### config.mk
export PLATFORM = sky130hd
export DESIGN_NAME = periodic_flag_scheduler_unit
export DESIGN_NICKNAME = d
export VERILOG_FILES = /design/src/hw/rtl/pfs_pkg.sv /design/src/hw/rtl/pfs_ram.sv /design/src/hw/rtl/pfs_engine.sv /design/src/hw/rtl/periodic_flag_scheduler_unit.sv
export VERILOG_INCLUDE_DIRS = /design/src /design/src/hw/rtl
export SDC_FILE = /design/constraint.sdc
export NUM_CORES = 1
export LEC_CHECK = 0
export BUFFER_PORTS_ARGS = -buffer_cell sky130_fd_sc_hd__buf_2
export CORE_MARGIN = 2
export CORE_UTILIZATION = 49
export DETAILED_ROUTE_END_ITERATION = 10
export SLEW_MARGIN = 20
export SYNTH_ARGS = -nofsm -noshare
export SYNTH_HDL_FRONTEND = slang
export SYNTH_SLANG_ARGS = --single-unit
### constraint.sdc
create_clock -name clk -period 7.83 [get_ports clk]
set_input_delay 0.783 -clock clk [delete_from_list [all_inputs] [get_ports clk]]
set_output_delay 0.783 -clock clk [all_outputs]
set_load 0.005 [all_outputs]
### src/hw/rtl/periodic_flag_scheduler_unit_assert.svh
// Assertion macros shared by the periodic flag scheduler RTL.
// No dependencies; define ASSERT_OFF to compile the checks out.
`ifndef PERIODIC_FLAG_SCHEDULER_UNIT_ASSERT_SVH
`define PERIODIC_FLAG_SCHEDULER_UNIT_ASSERT_SVH

`ifndef ASSERT_OFF
// checked property, masked while reset is low
`define PFS_ASSERT(label, clk, rst_n, prop) \
  label: assert property (@(posedge clk) disable iff (!rst_n) prop) \
    else $error("pfs assertion failed");
// checked property, live through reset too
`define PFS_ASSERT_RST(label, clk, prop) \
  label: assert property (@(posedge clk) prop) \
    else $error("pfs reset assertion failed");
`else
`define PFS_ASSERT(label, clk, rst_n, prop)
`define PFS_ASSERT_RST(label, clk, prop)
`endif

`endif

### src/hw/rtl/pfs_pkg.sv
// Shared constants, codes and types of the periodic flag scheduler.
// No dependencies; used by pfs_engine and the top level.
package pfs_pkg;

  localparam int NUM_FLAGS = 16;
  // id and mask are 4 and 16 bits wide, so at most 16 slots are usable
  localparam int CAPACITY  = (NUM_FLAGS < 16) ? NUM_FLAGS : 16;
  localparam int SLOT_W    = (CAPACITY > 1) ? $clog2(CAPACITY) : 1;
  localparam int CNT_W     = $clog2(CAPACITY + 1);
  localparam int VAL_W     = 16;
  localparam int MASK_W    = 16;
  localparam int ID_W      = 4;

  localparam logic [1:0] CMD_TICK   = 2'd0;
  localparam logic [1:0] CMD_CREATE = 2'd1;
  localparam logic [1:0] CMD_READ   = 2'd2;
  localparam logic [1:0] CMD_REARM  = 2'd3;

  localparam logic [1:0] ST_UNUSED  = 2'd0;
  localparam logic [1:0] ST_ARMED   = 2'd1;
  localparam logic [1:0] ST_PENDING = 2'd2;

  localparam logic [1:0] STATUS_OK        = 2'd0;
  localparam logic [1:0] STATUS_NOT_FOUND = 2'd1;
  localparam logic [1:0] STATUS_FULL      = 2'd2;

  typedef struct packed {
    logic [MASK_W-1:0] pending_mask;
    logic [ID_W-1:0]   new_id;
    logic [1:0]        timer_state;
    logic [1:0]        status;
  } res_t;

endpackage

### src/hw/rtl/pfs_ram.sv
// Generic single-port-write, single-port-read RAM with registered read.
// No dependencies.
module pfs_ram #(
  parameter int WIDTH = 32,
  parameter int DEPTH = 16,
  parameter int ADDR_W = (DEPTH > 1) ? $clog2(DEPTH) : 1
) (
  input  logic              clk,
  input  logic              we,
  input  logic [ADDR_W-1:0] waddr,
  input  logic [WIDTH-1:0]  wdata,
  input  logic              re,
  input  logic [ADDR_W-1:0] raddr,
  output logic [WIDTH-1:0]  rdata
);

  logic [WIDTH-1:0] mem_r [DEPTH];
  logic [WIDTH-1:0] rdata_r;

  always_ff @(posedge clk) begin
    if (we) begin
      mem_r[waddr] <= wdata;
    end
    if (re) begin
      rdata_r <= mem_r[raddr];
    end
  end

  assign rdata = rdata_r;

endmodule

### src/hw/rtl/pfs_engine.sv
// Command sequencer: slot states, allocation count, and the tick sweep that
// read-modify-writes period/countdown pairs. Uses pfs_pkg and pfs_ram.
`include "periodic_flag_scheduler_unit_assert.svh"

module pfs_engine (
  input  logic                     clk,
  input  logic                     rst_n,
  input  logic                     item_valid,
  output logic                     item_ready,
  input  logic [1:0]               cmd,
  input  logic [pfs_pkg::ID_W-1:0] flag_id,
  input  logic [pfs_pkg::VAL_W-1:0] interval,
  output logic                     res_valid,
  input  logic                     res_ready,
  output pfs_pkg::res_t            res
);

  localparam int SLOT_W = pfs_pkg::SLOT_W;
  localparam int CNT_W  = pfs_pkg::CNT_W;
  localparam int VAL_W  = pfs_pkg::VAL_W;

  typedef enum logic [3:0] {
    S_IDLE  = 4'b0001,
    S_SWEEP = 4'b0010,
    S_LAST  = 4'b0100,
    S_DONE  = 4'b1000
  } state_t;

  state_t state_r, state_nxt;
  logic [CNT_W-1:0]  slots_used_r, slots_used_nxt;
  logic [SLOT_W-1:0] idx_r, idx_nxt;
  logic              rd_vld_r, rd_vld_nxt;
  logic [SLOT_W-1:0] rd_idx_r, rd_idx_nxt;
  logic [1:0]        slot_st_r   [pfs_pkg::CAPACITY];
  logic [1:0]        slot_st_nxt [pfs_pkg::CAPACITY];
  logic [1:0]        status_r, status_nxt;
  logic [1:0]        fstate_r, fstate_nxt;
  logic [pfs_pkg::ID_W-1:0] nid_r, nid_nxt;

  logic              item_fire;
  logic              full;
  logic              id_ok;
  logic              last_slot;
  logic              create_ok;
  logic              ram_we, ram_re;
  logic [SLOT_W-1:0] ram_waddr, ram_raddr;
  logic [2*VAL_W-1:0] ram_wdata, ram_rdata;
  logic [VAL_W-1:0]  rd_period, rd_count;
  logic [pfs_pkg::MASK_W-1:0] mask;

  assign item_ready = (state_r == S_IDLE);
  assign item_fire  = item_valid && item_ready;
  assign full       = (slots_used_r == CNT_W'(pfs_pkg::CAPACITY));
  assign id_ok      = (CNT_W'(flag_id) < slots_used_r) &&
                      (32'(flag_id) < pfs_pkg::CAPACITY);
  assign last_slot  = (CNT_W'(idx_r) == slots_used_r - CNT_W'(1));
  assign create_ok  = item_fire && (cmd == pfs_pkg::CMD_CREATE) && !full;
  assign rd_period  = ram_rdata[2*VAL_W-1:VAL_W];
  assign rd_count   = ram_rdata[VAL_W-1:0];

  pfs_ram #(
    .WIDTH (2*VAL_W),
    .DEPTH (pfs_pkg::CAPACITY)
  ) u_timer_ram (
    .clk   (clk),
    .we    (ram_we),
    .waddr (ram_waddr),
    .wdata (ram_wdata),
    .re    (ram_re),
    .raddr (ram_raddr),
    .rdata (ram_rdata)
  );

  always_comb begin
    state_nxt      = state_r;
    slots_used_nxt = slots_used_r;
    idx_nxt        = idx_r;
    rd_vld_nxt     = 1'b0;
    rd_idx_nxt     = rd_idx_r;
    slot_st_nxt    = slot_st_r;
    status_nxt     = status_r;
    fstate_nxt     = fstate_r;
    nid_nxt        = nid_r;
    ram_we         = 1'b0;
    ram_waddr      = rd_idx_r;
    ram_wdata      = ram_rdata;
    ram_re         = 1'b0;
    ram_raddr      = idx_r;

    // sweep write-back: slot read last cycle, updated this cycle
    if (rd_vld_r && (slot_st_r[rd_idx_r] == pfs_pkg::ST_ARMED)) begin
      ram_we = 1'b1;
      if (rd_count != '0) begin
        ram_wdata = {rd_period, rd_count - VAL_W'(1)};
      end else begin
        ram_wdata = {rd_period, rd_period};
        slot_st_nxt[rd_idx_r] = pfs_pkg::ST_PENDING;
      end
    end

    case (state_r)
      S_IDLE: begin
        if (item_fire) begin
          status_nxt = pfs_pkg::STATUS_OK;
          fstate_nxt = pfs_pkg::ST_UNUSED;
          nid_nxt    = '0;
          state_nxt  = S_DONE;
          case (cmd)
            pfs_pkg::CMD_TICK: begin
              idx_nxt = '0;
              if (slots_used_r != '0) begin
                state_nxt = S_SWEEP;
              end
            end
            pfs_pkg::CMD_CREATE: begin
              if (full) begin
                status_nxt = pfs_pkg::STATUS_FULL;
              end else begin
                ram_we         = 1'b1;
                ram_waddr      = SLOT_W'(slots_used_r);
                ram_wdata      = {interval, interval};
                slot_st_nxt[SLOT_W'(slots_used_r)] = pfs_pkg::ST_ARMED;
                slots_used_nxt = slots_used_r + CNT_W'(1);
                nid_nxt        = pfs_pkg::ID_W'(slots_used_r);
              end
            end
            pfs_pkg::CMD_READ: begin
              if (id_ok) begin
                fstate_nxt = slot_st_r[SLOT_W'(flag_id)];
              end else begin
                status_nxt = pfs_pkg::STATUS_NOT_FOUND;
              end
            end
            pfs_pkg::CMD_REARM: begin
              if (id_ok) begin
                slot_st_nxt[SLOT_W'(flag_id)] = pfs_pkg::ST_ARMED;
              end else begin
                status_nxt = pfs_pkg::STATUS_NOT_FOUND;
              end
            end
            default: begin
              state_nxt = S_DONE;
            end
          endcase
        end
      end
      S_SWEEP: begin
        ram_re     = 1'b1;
        rd_vld_nxt = 1'b1;
        rd_idx_nxt = idx_r;
        if (last_slot) begin
          state_nxt = S_LAST;
        end else begin
          idx_nxt = idx_r + SLOT_W'(1);
        end
      end
      S_LAST: begin
        // last write-back happens this cycle
        state_nxt = S_DONE;
      end
      S_DONE: begin
        if (res_ready) begin
          state_nxt = S_IDLE;
        end
      end
      default: begin
        state_nxt = S_IDLE;
      end
    endcase
  end

  always_comb begin
    mask = '0;
    for (int i = 0; i < pfs_pkg::CAPACITY; i++) begin
      mask[i] = (slot_st_r[i] == pfs_pkg::ST_PENDING);
    end
  end

  assign res_valid        = (state_r == S_DONE);
  assign res.status       = status_r;
  assign res.timer_state  = fstate_r;
  assign res.new_id       = nid_r;
  assign res.pending_mask = mask;

  always_ff @(posedge clk) begin
    if (!rst_n) begin
      state_r      <= S_IDLE;
      slots_used_r <= '0;
      idx_r        <= '0;
      rd_vld_r     <= 1'b0;
      for (int i = 0; i < pfs_pkg::CAPACITY; i++) begin
        slot_st_r[i] <= pfs_pkg::ST_UNUSED;
      end
    end else begin
      state_r      <= state_nxt;
      slots_used_r <= slots_used_nxt;
      idx_r        <= idx_nxt;
      rd_vld_r     <= rd_vld_nxt;
      slot_st_r    <= slot_st_nxt;
    end
  end

  always_ff @(posedge clk) begin
    rd_idx_r <= rd_idx_nxt;
    status_r <= status_nxt;
    fstate_r <= fstate_nxt;
    nid_r    <= nid_nxt;
  end

  `PFS_ASSERT(a_used_in_range, clk, rst_n, slots_used_r <= CNT_W'(pfs_pkg::CAPACITY))
  `PFS_ASSERT(a_sweep_allocated, clk, rst_n, rd_vld_r |-> (CNT_W'(rd_idx_r) < slots_used_r))
  `PFS_ASSERT(a_no_rw_overlap, clk, rst_n, (ram_we && ram_re) |-> (ram_waddr != ram_raddr))
  `PFS_ASSERT(a_create_count, clk, rst_n, create_ok |=> slots_used_r == $past(slots_used_r) + CNT_W'(1))
  `PFS_ASSERT(a_done_drained, clk, rst_n, (state_r == S_DONE) |-> !rd_vld_r)
  `PFS_ASSERT_RST(a_reset_idle, clk, !rst_n |=> (state_r == S_IDLE && !rd_vld_r))

endmodule

### src/hw/rtl/periodic_flag_scheduler_unit.sv
// Top level of the periodic flag scheduler: stream ports and output register.
// Uses pfs_pkg and pfs_engine (which holds the timer RAM).
//
//   port group | dir | tdata / tuser contents (low bit first)
//   in_*       | in  | tuser: command[1:0]; tdata: flag_id[3:0], interval[19:4], 0[23:20]
//   out_*      | out | tdata: status[1:0], timer_state[3:2], new_id[7:4], pending_mask[23:8]
//
// Create, read and re-arm: the result is registered in the engine on accept, then moves to the output register.
// Tick over the allocated slots: the sweep reads one
// slot per cycle from the timer RAM and writes it back the next cycle.
// Reset clears slot states and the allocation count; the RAM needs no clearing.
// A new word is taken while the previous result waits in the output register.
module periodic_flag_scheduler_unit (
  input  logic        clk,
  input  logic        rst_n,
  input  logic        in_tvalid,
  output logic        in_tready,
  input  logic [23:0] in_tdata,   // flag_id[3:0], interval[19:4], zero[23:20]
  input  logic [1:0]  in_tuser,   // command[1:0]
  output logic        out_tvalid,
  input  logic        out_tready,
  output logic [23:0] out_tdata   // status, timer_state, new_id, pending_mask
);

  logic          res_valid;
  logic          res_ready;
  pfs_pkg::res_t res;
  logic          out_tvalid_r, out_tvalid_nxt;
  logic [23:0]   out_tdata_r;

  pfs_engine u_engine (
    .clk        (clk),
    .rst_n      (rst_n),
    .item_valid (in_tvalid),
    .item_ready (in_tready),
    .cmd        (in_tuser),
    .flag_id    (in_tdata[3:0]),
    .interval   (in_tdata[19:4]),
    .res_valid  (res_valid),
    .res_ready  (res_ready),
    .res        (res)
  );

  assign res_ready = !out_tvalid_r || out_tready;

  always_comb begin
    out_tvalid_nxt = out_tvalid_r;
    if (res_valid && res_ready) begin
      out_tvalid_nxt = 1'b1;
    end else if (out_tready) begin
      out_tvalid_nxt = 1'b0;
    end
  end

  always_ff @(posedge clk) begin
    if (!rst_n) begin
      out_tvalid_r <= 1'b0;
    end else begin
      out_tvalid_r <= out_tvalid_nxt;
    end
  end

  always_ff @(posedge clk) begin
    if (res_valid && res_ready) begin
      out_tdata_r <= {res.pending_mask, res.new_id, res.timer_state, res.status};
    end
  end

  assign out_tvalid = out_tvalid_r;
  assign out_tdata  = out_tdata_r;

endmodule
# == Yosys cells after proc, flatten, opt, wreduce, memory -nomap -nowiden ==
# Memory sizes are Yosys's and may differ from the RTL's. A register that Yosys moved wholly into a read port is not among the register bits.
# Cells that the tools add are included.
# W data, S select, Z words.
# totals
register_bits,83
mem_bits_rw,512
inputBits,30
output_inout_bits,26
mem_count,1
# classes
add_sub_neg,4
order_cmp,7
eq_ne,31
muxes,52
n_bitwise,14
n_reduce_logical,20
# mem_list
name,depth,width,read_ports,rd_ports_with_merged_regs,write_ports,line,text
u_engine.u_timer_ram.mem_r,16,32,1,1,1,pfs_ram.sv:17,logic [WIDTH-1:0] mem_r [DEPTH];
# op_table
op,count
$mux W32,10
$pmux W32 S2,1
$and A16 B16 Y16,3
$mux W4,12
$not A16 Y16,3
$or A16 B16 Y16,3
$eq A2 B2 Y1 const B,18
$mux W16,2
$demux W2 S4,3
$bmux W2 S4,2
$mux W2,8
$pmux W4 S4,1
$reduce_bool A16 Y1,1
$sub A16 B1 Y16 const B,1
$ge A5 B5 Y1 const B,3
$lt A5 B1 Y1 const B,3
$not A4 Y5,3
$mux W1,11
$pmux W4 S2,1
$reduce_and A4 Y1,2
$logic_and A1 B1 Y1,6
$ne A2 B2 Y1 const B,3
$add A5 B1 Y5 const B,1
$eq A4 B5 Y1,1
20 further kinds,26

# == Logic depth before layout (Yosys ltp) ==
# depth
ltp_word,14
depth_mapped,11

# == By module ==
# A second synthesis with hierarchy kept.
# hier_totals
cells_unflattened,1441
hier_area_um2,25520.7
# by_module_without_submodules
module,instances,cells_each,area_each_um2
pfs_ram,1,838,20156.8
pfs_engine,1,574,4585.6
periodic_flag_scheduler_unit,1,29,778.2

# == Least setup slack after synthesis ==
# No wires, ideal clock.
# synth_path
path_type,input-to-reg
startpoint,input port in_tuser[1]
endpoint,"memory u_engine.u_timer_ram.mem_r[11][0], enable pin"
setup_time_ns,0.468
arrival_ns,4.279
required_ns,7.362
slack_ns,3.083
cell_stages,6
path_cell_list,clkbuf_1 nor2b_1 nand4_1 clkbuf_1 o32ai_1 nor3b_1
# synth_between
elab_chain_len,6
elab_cells_between_ends,9
classes_between,eq/ne: 1; mux: 8
# synth_lines
element,line,text
start: declaration,periodic_flag_scheduler_unit.sv:19,"input logic [1:0] in_tuser,"
$eq A2 B1 Y1 (*),-,
$mux W1,pfs_engine.sv:108,case (cmd)
$mux W1,pfs_engine.sv:103,if (item_fire) begin
$mux W1,pfs_engine.sv:101,case (state_r)
$mux W1,pfs_ram.sv:21,if (we) begin
$mux W1 (implied by the code),pfs_ram.sv:22,mem_r[waddr] <= wdata;
end: declaration,pfs_ram.sv:17,
# Mark *: on every way between the ends. The rest lies on a longest branch, timed or not.

# == Worst setup path in the final report ==
# layout_path
startpoint,register u_engine.slots_used_r[0]
endpoint,"memory u_engine.u_timer_ram.mem_r[9][18], enable pin"
# layout_between
elab_chain_len,7
elab_cells_between_ends,11
classes_between,eq/ne: 1; mux: 10
# layout_lines
element,line,text
start: declaration,pfs_engine.sv:30,"logic [CNT_W-1:0] slots_used_r, slots_used_nxt;"
start signal: assignment,pfs_engine.sv:196,slots_used_r <= slots_used_nxt;
$eq A5 B5 Y1,pfs_engine.sv:53,assign full = (slots_used_r == CNT_W'(pfs_pkg::CAPACITY));
$mux W1,pfs_engine.sv:116,if (full) begin
$mux W1,pfs_engine.sv:108,
$mux W1,pfs_engine.sv:103,
$mux W1,pfs_engine.sv:101,
$mux W1,pfs_ram.sv:21,
$mux W1 (implied by the code),pfs_ram.sv:22,
# Parallel ways exist; a longest one is shown, timed or not.

==> results.md <==
* Synth top area share at 0.677
* Hold Vio Cnt, Final at 0
* CP peak stage delay at 0.68 ns
* Mapped Nets at 1426
* Most used DFF post-synth: edfxtp_1
* Pleak at 8.81 nW
* Max Buffers Root-to-Sink at 3
* Die W at 233 um
* GRT overflow at 0
* Core ar. at 51600 um2
* Register share of total power at 0.544
* FFs w/ async S/R, synth at 0
* Htree depth at 3
* Initial Util at 0.499
* Pin count of the biggest net entering global routing at 101
* Worst-path cell chain: inv_1 > ha_1 > nand4bb_1 > nand4_1 > buf_4 > nand2_1 > o32ai_1 > nand2_1 > nor2_4 > buf_4
* CTS tree: yes
* Placed Cells at 2063
* First-pass detailed-route iteration total at 5
* Required time of the critical path at 8.07 ns
* Synth Register Bits at 627
* Finished Cell Area at 28900 um2
* Worst Path Arrival at 4.56 ns
* Post-DP HPWL at 32.5 mm
* Top delay family on crit path: simple AND/OR/NAND/NOR gates
* Num rows at 83
* Num CTS Buffers at 66
* Die Footprint at 54400 um2
* Gpl congestion at 0.887
* Die Y at 233 um
* Cells after Synth at 1385
* Hold-fix buffers, CTS at 0
* Synth warnings at 0
* DRT Wirelength at 60.6 mm
* Root Driver: clkbuf_16
* Remaining antenna violation count at 0
* Clock sink count at 627
* Post-CTS Setup Inserts at 0
* Clock power share at 0.434
* Post-DP Area at 26900 um2
* Clk pin slew, worst setup/hold paths at 0.06 ns
* Pint at 5.39 mW
* Layout area overhead at 12.3%
* # DRC at 0
* Endpoints failing setup at 0
* Vias in the first global route at 13754
* FMAX at 231 MHz
* CP Class: reg -> reg
* Library cells used by synthesis at 62
* Reg2Reg Depth at 10
* Hold path cells at 0
* Post-synth EDFFs at 580
* Slowest-stage cell, CP: nor2_4
* Max Slew Vio Count at 0
* Synth Area per Inst at 18.6 um2
* Clock Skew at 0.0222 ns
* Share of cells above drive strength 1 at 0.265
* Final Instance Count excl. Fillers at 2180
* First-pass GRT wire length at 90.1 mm
* Initial DRC Count at 1615
* Layout Nets at 1492
* Combinational Power Share at 0.022
* GR Util All Layers at 0.230
* P per Cell Area at 234 nW/um2
* Antenna violations before repair at 3
* Sw Share at 0.202
* Period utilisation layout at 0.553
* Via count at 13631
* WL per Instance at 27.8 um
* Worst IR Drop VDD at 0.212 mV
* P_sw at 1.37 mW
* Ports at 56
* CP Capture Type: flip-flop
* Synth area leader: edfxtp_1
* Seq/Total Area, Yosys at 0.713
* Resized cells post-CTS at 0
* RSZ-0062 raised after global routing: no
* Actual slew at the worst max-slew pin at 1.12 ns
* Crit path buf inv count at 3
* Ranking of synthesized cells by area: edfxtp_1 68%, mux4_2 15%, dfxtp_1 3.7%, nand2_1 1.7%, clkbuf_1 0.92%
* Max Cap Viol at 0
* Post-DR vias/cell at 6.25
* Mapped Area at 25700 um2
* Setup TNS Final at 0 ns
* CP Launch Type: flip-flop
* Outcome: finished, final reports clean
* WP depth at 10
* HP Class: reg -> reg
* Crit path max fanout at 42
* Relative slew slack at 0.251
* Clock Latency Late Sink at 0.60 ns
* PortBufs at 51
* Tmin final at 4.33 ns
## cells by family after synthesis
family | Yosys count | synth area share
XOR/XNOR | 12 | 0.00408
flip-flops | 627 | 0.713
AND/OR/NAND/NOR | 310 | 0.0622
AO/OA/AOI/OAI | 148 | 0.0428
buffers and inverters | 93 | 0.0148
adder cells (fa/ha/maj) | 11 | 0.00535
multiplexers | 184 | 0.158
## layout by cell type (no fill, tap or decap), drive strengths merged, types with 12 or more instances in the layout
cell and instances:
nor3 15, o22ai 17, o32a 16, o31a 12, nand2 116, o21ai 20, nor4 19, nand3 14
dfxtp 47, o221a 14, clkinv 24, nand2b 12, nor2 52, buf 82, mux4 177, a21oi 28
nor2b 23, edfxtp 580, clkbuf 87
## worst paths after layout
check                           start                           endpoint  slack [ns]
min              u_engine.fstate_r[1]                       out_tdata[3]        0.42
max          u_engine.slots_used_r[0]  u_engine.u_timer_ram.mem_r[9][18]        3.50
min reg2reg      u_engine.fstate_r[1]                       out_tdata[3]        0.42
max reg2reg  u_engine.slots_used_r[0]  u_engine.u_timer_ram.mem_r[9][18]        3.50
## stage by stage
step | power (mW) | setup WS, ns | hold WS [ns] | util
after floorplan | 3.83 | 3.08 | 0.400 | -
after global placement | 3.89 | 3.59 | 0.404 | 0.521
after detailed placement | 3.90 | 3.42 | 0.407 | 0.521
after CTS | 6.82 | 3.38 | 0.422 | 0.560
after global routing | 6.96 | 3.20 | 0.434 | 0.560
final | 6.76 | 3.50 | 0.419 | 0.560
## power groups by stage
stage / combinational, mW / sequential (mW) / clock [mW]
finish: 0.150 / 3.68 / 2.93
global route: 0.165 / 3.68 / 3.12
CTS: 0.151 / 3.68 / 2.99
detailed placement: 0.151 / 3.75 / 0
global placement: 0.147 / 3.75 / 0
floorplan: 0.0871 / 3.75 / 0
## state kept, by name, summed over array words and instances (netlist names), 4 cells and up
signal and cells:
u_engine.u_timer_ram.rdata 32, u_engine.state_r 4, u_engine.rd_idx_r 4, u_engine.idx_r 4, u_engine.u_timer_ram.mem_r 512, u_engine.nid_r 4
u_engine.slots_used_r 5, out_tdata 24, u_engine.slot_st_r 32
## cell usage after synthesis (all sizes together) (17+ instances only)
cell type,number
dfxtp,47
o21ai,20
nor4,19
nand2,116
nor2,52
edfxtp,580
a21oi,28
o22ai,17
clkbuf,63
buf,21
nor2b,23
mux4,177
## layer usage
layer	track usage	share of wire
met3	0.0421	0.060
met5	0	0.00021
met1	0.315	0.42
met2	0.379	0.49
met4	0.0697	0.028
## final cells by class
cell class | instances | area, um2
inverters | 9 | 33.8
diodes | 2 | 5.00
repair buffers | 82 | 500
well taps | 680 | 851
clock inverters | 28 | 214
clock buffers | 87 | 1790
fillers | 3907 | 22700
multi-input cells | 665 | 7140
flip-flops and latches | 627 | 18400
## worst reg2reg max path, delay by kind of cell, from the launching register on
kind                       cells  cell delay [ns]
and+or+nand+nor                5             1.71
AOI/OAI and AO/OA              1             0.37
adders and majority gates      1             0.28
buffers and inverters          3             1.19
DFF                            1             0.42
No activity file was read; power rests on OpenSTA's default activity.
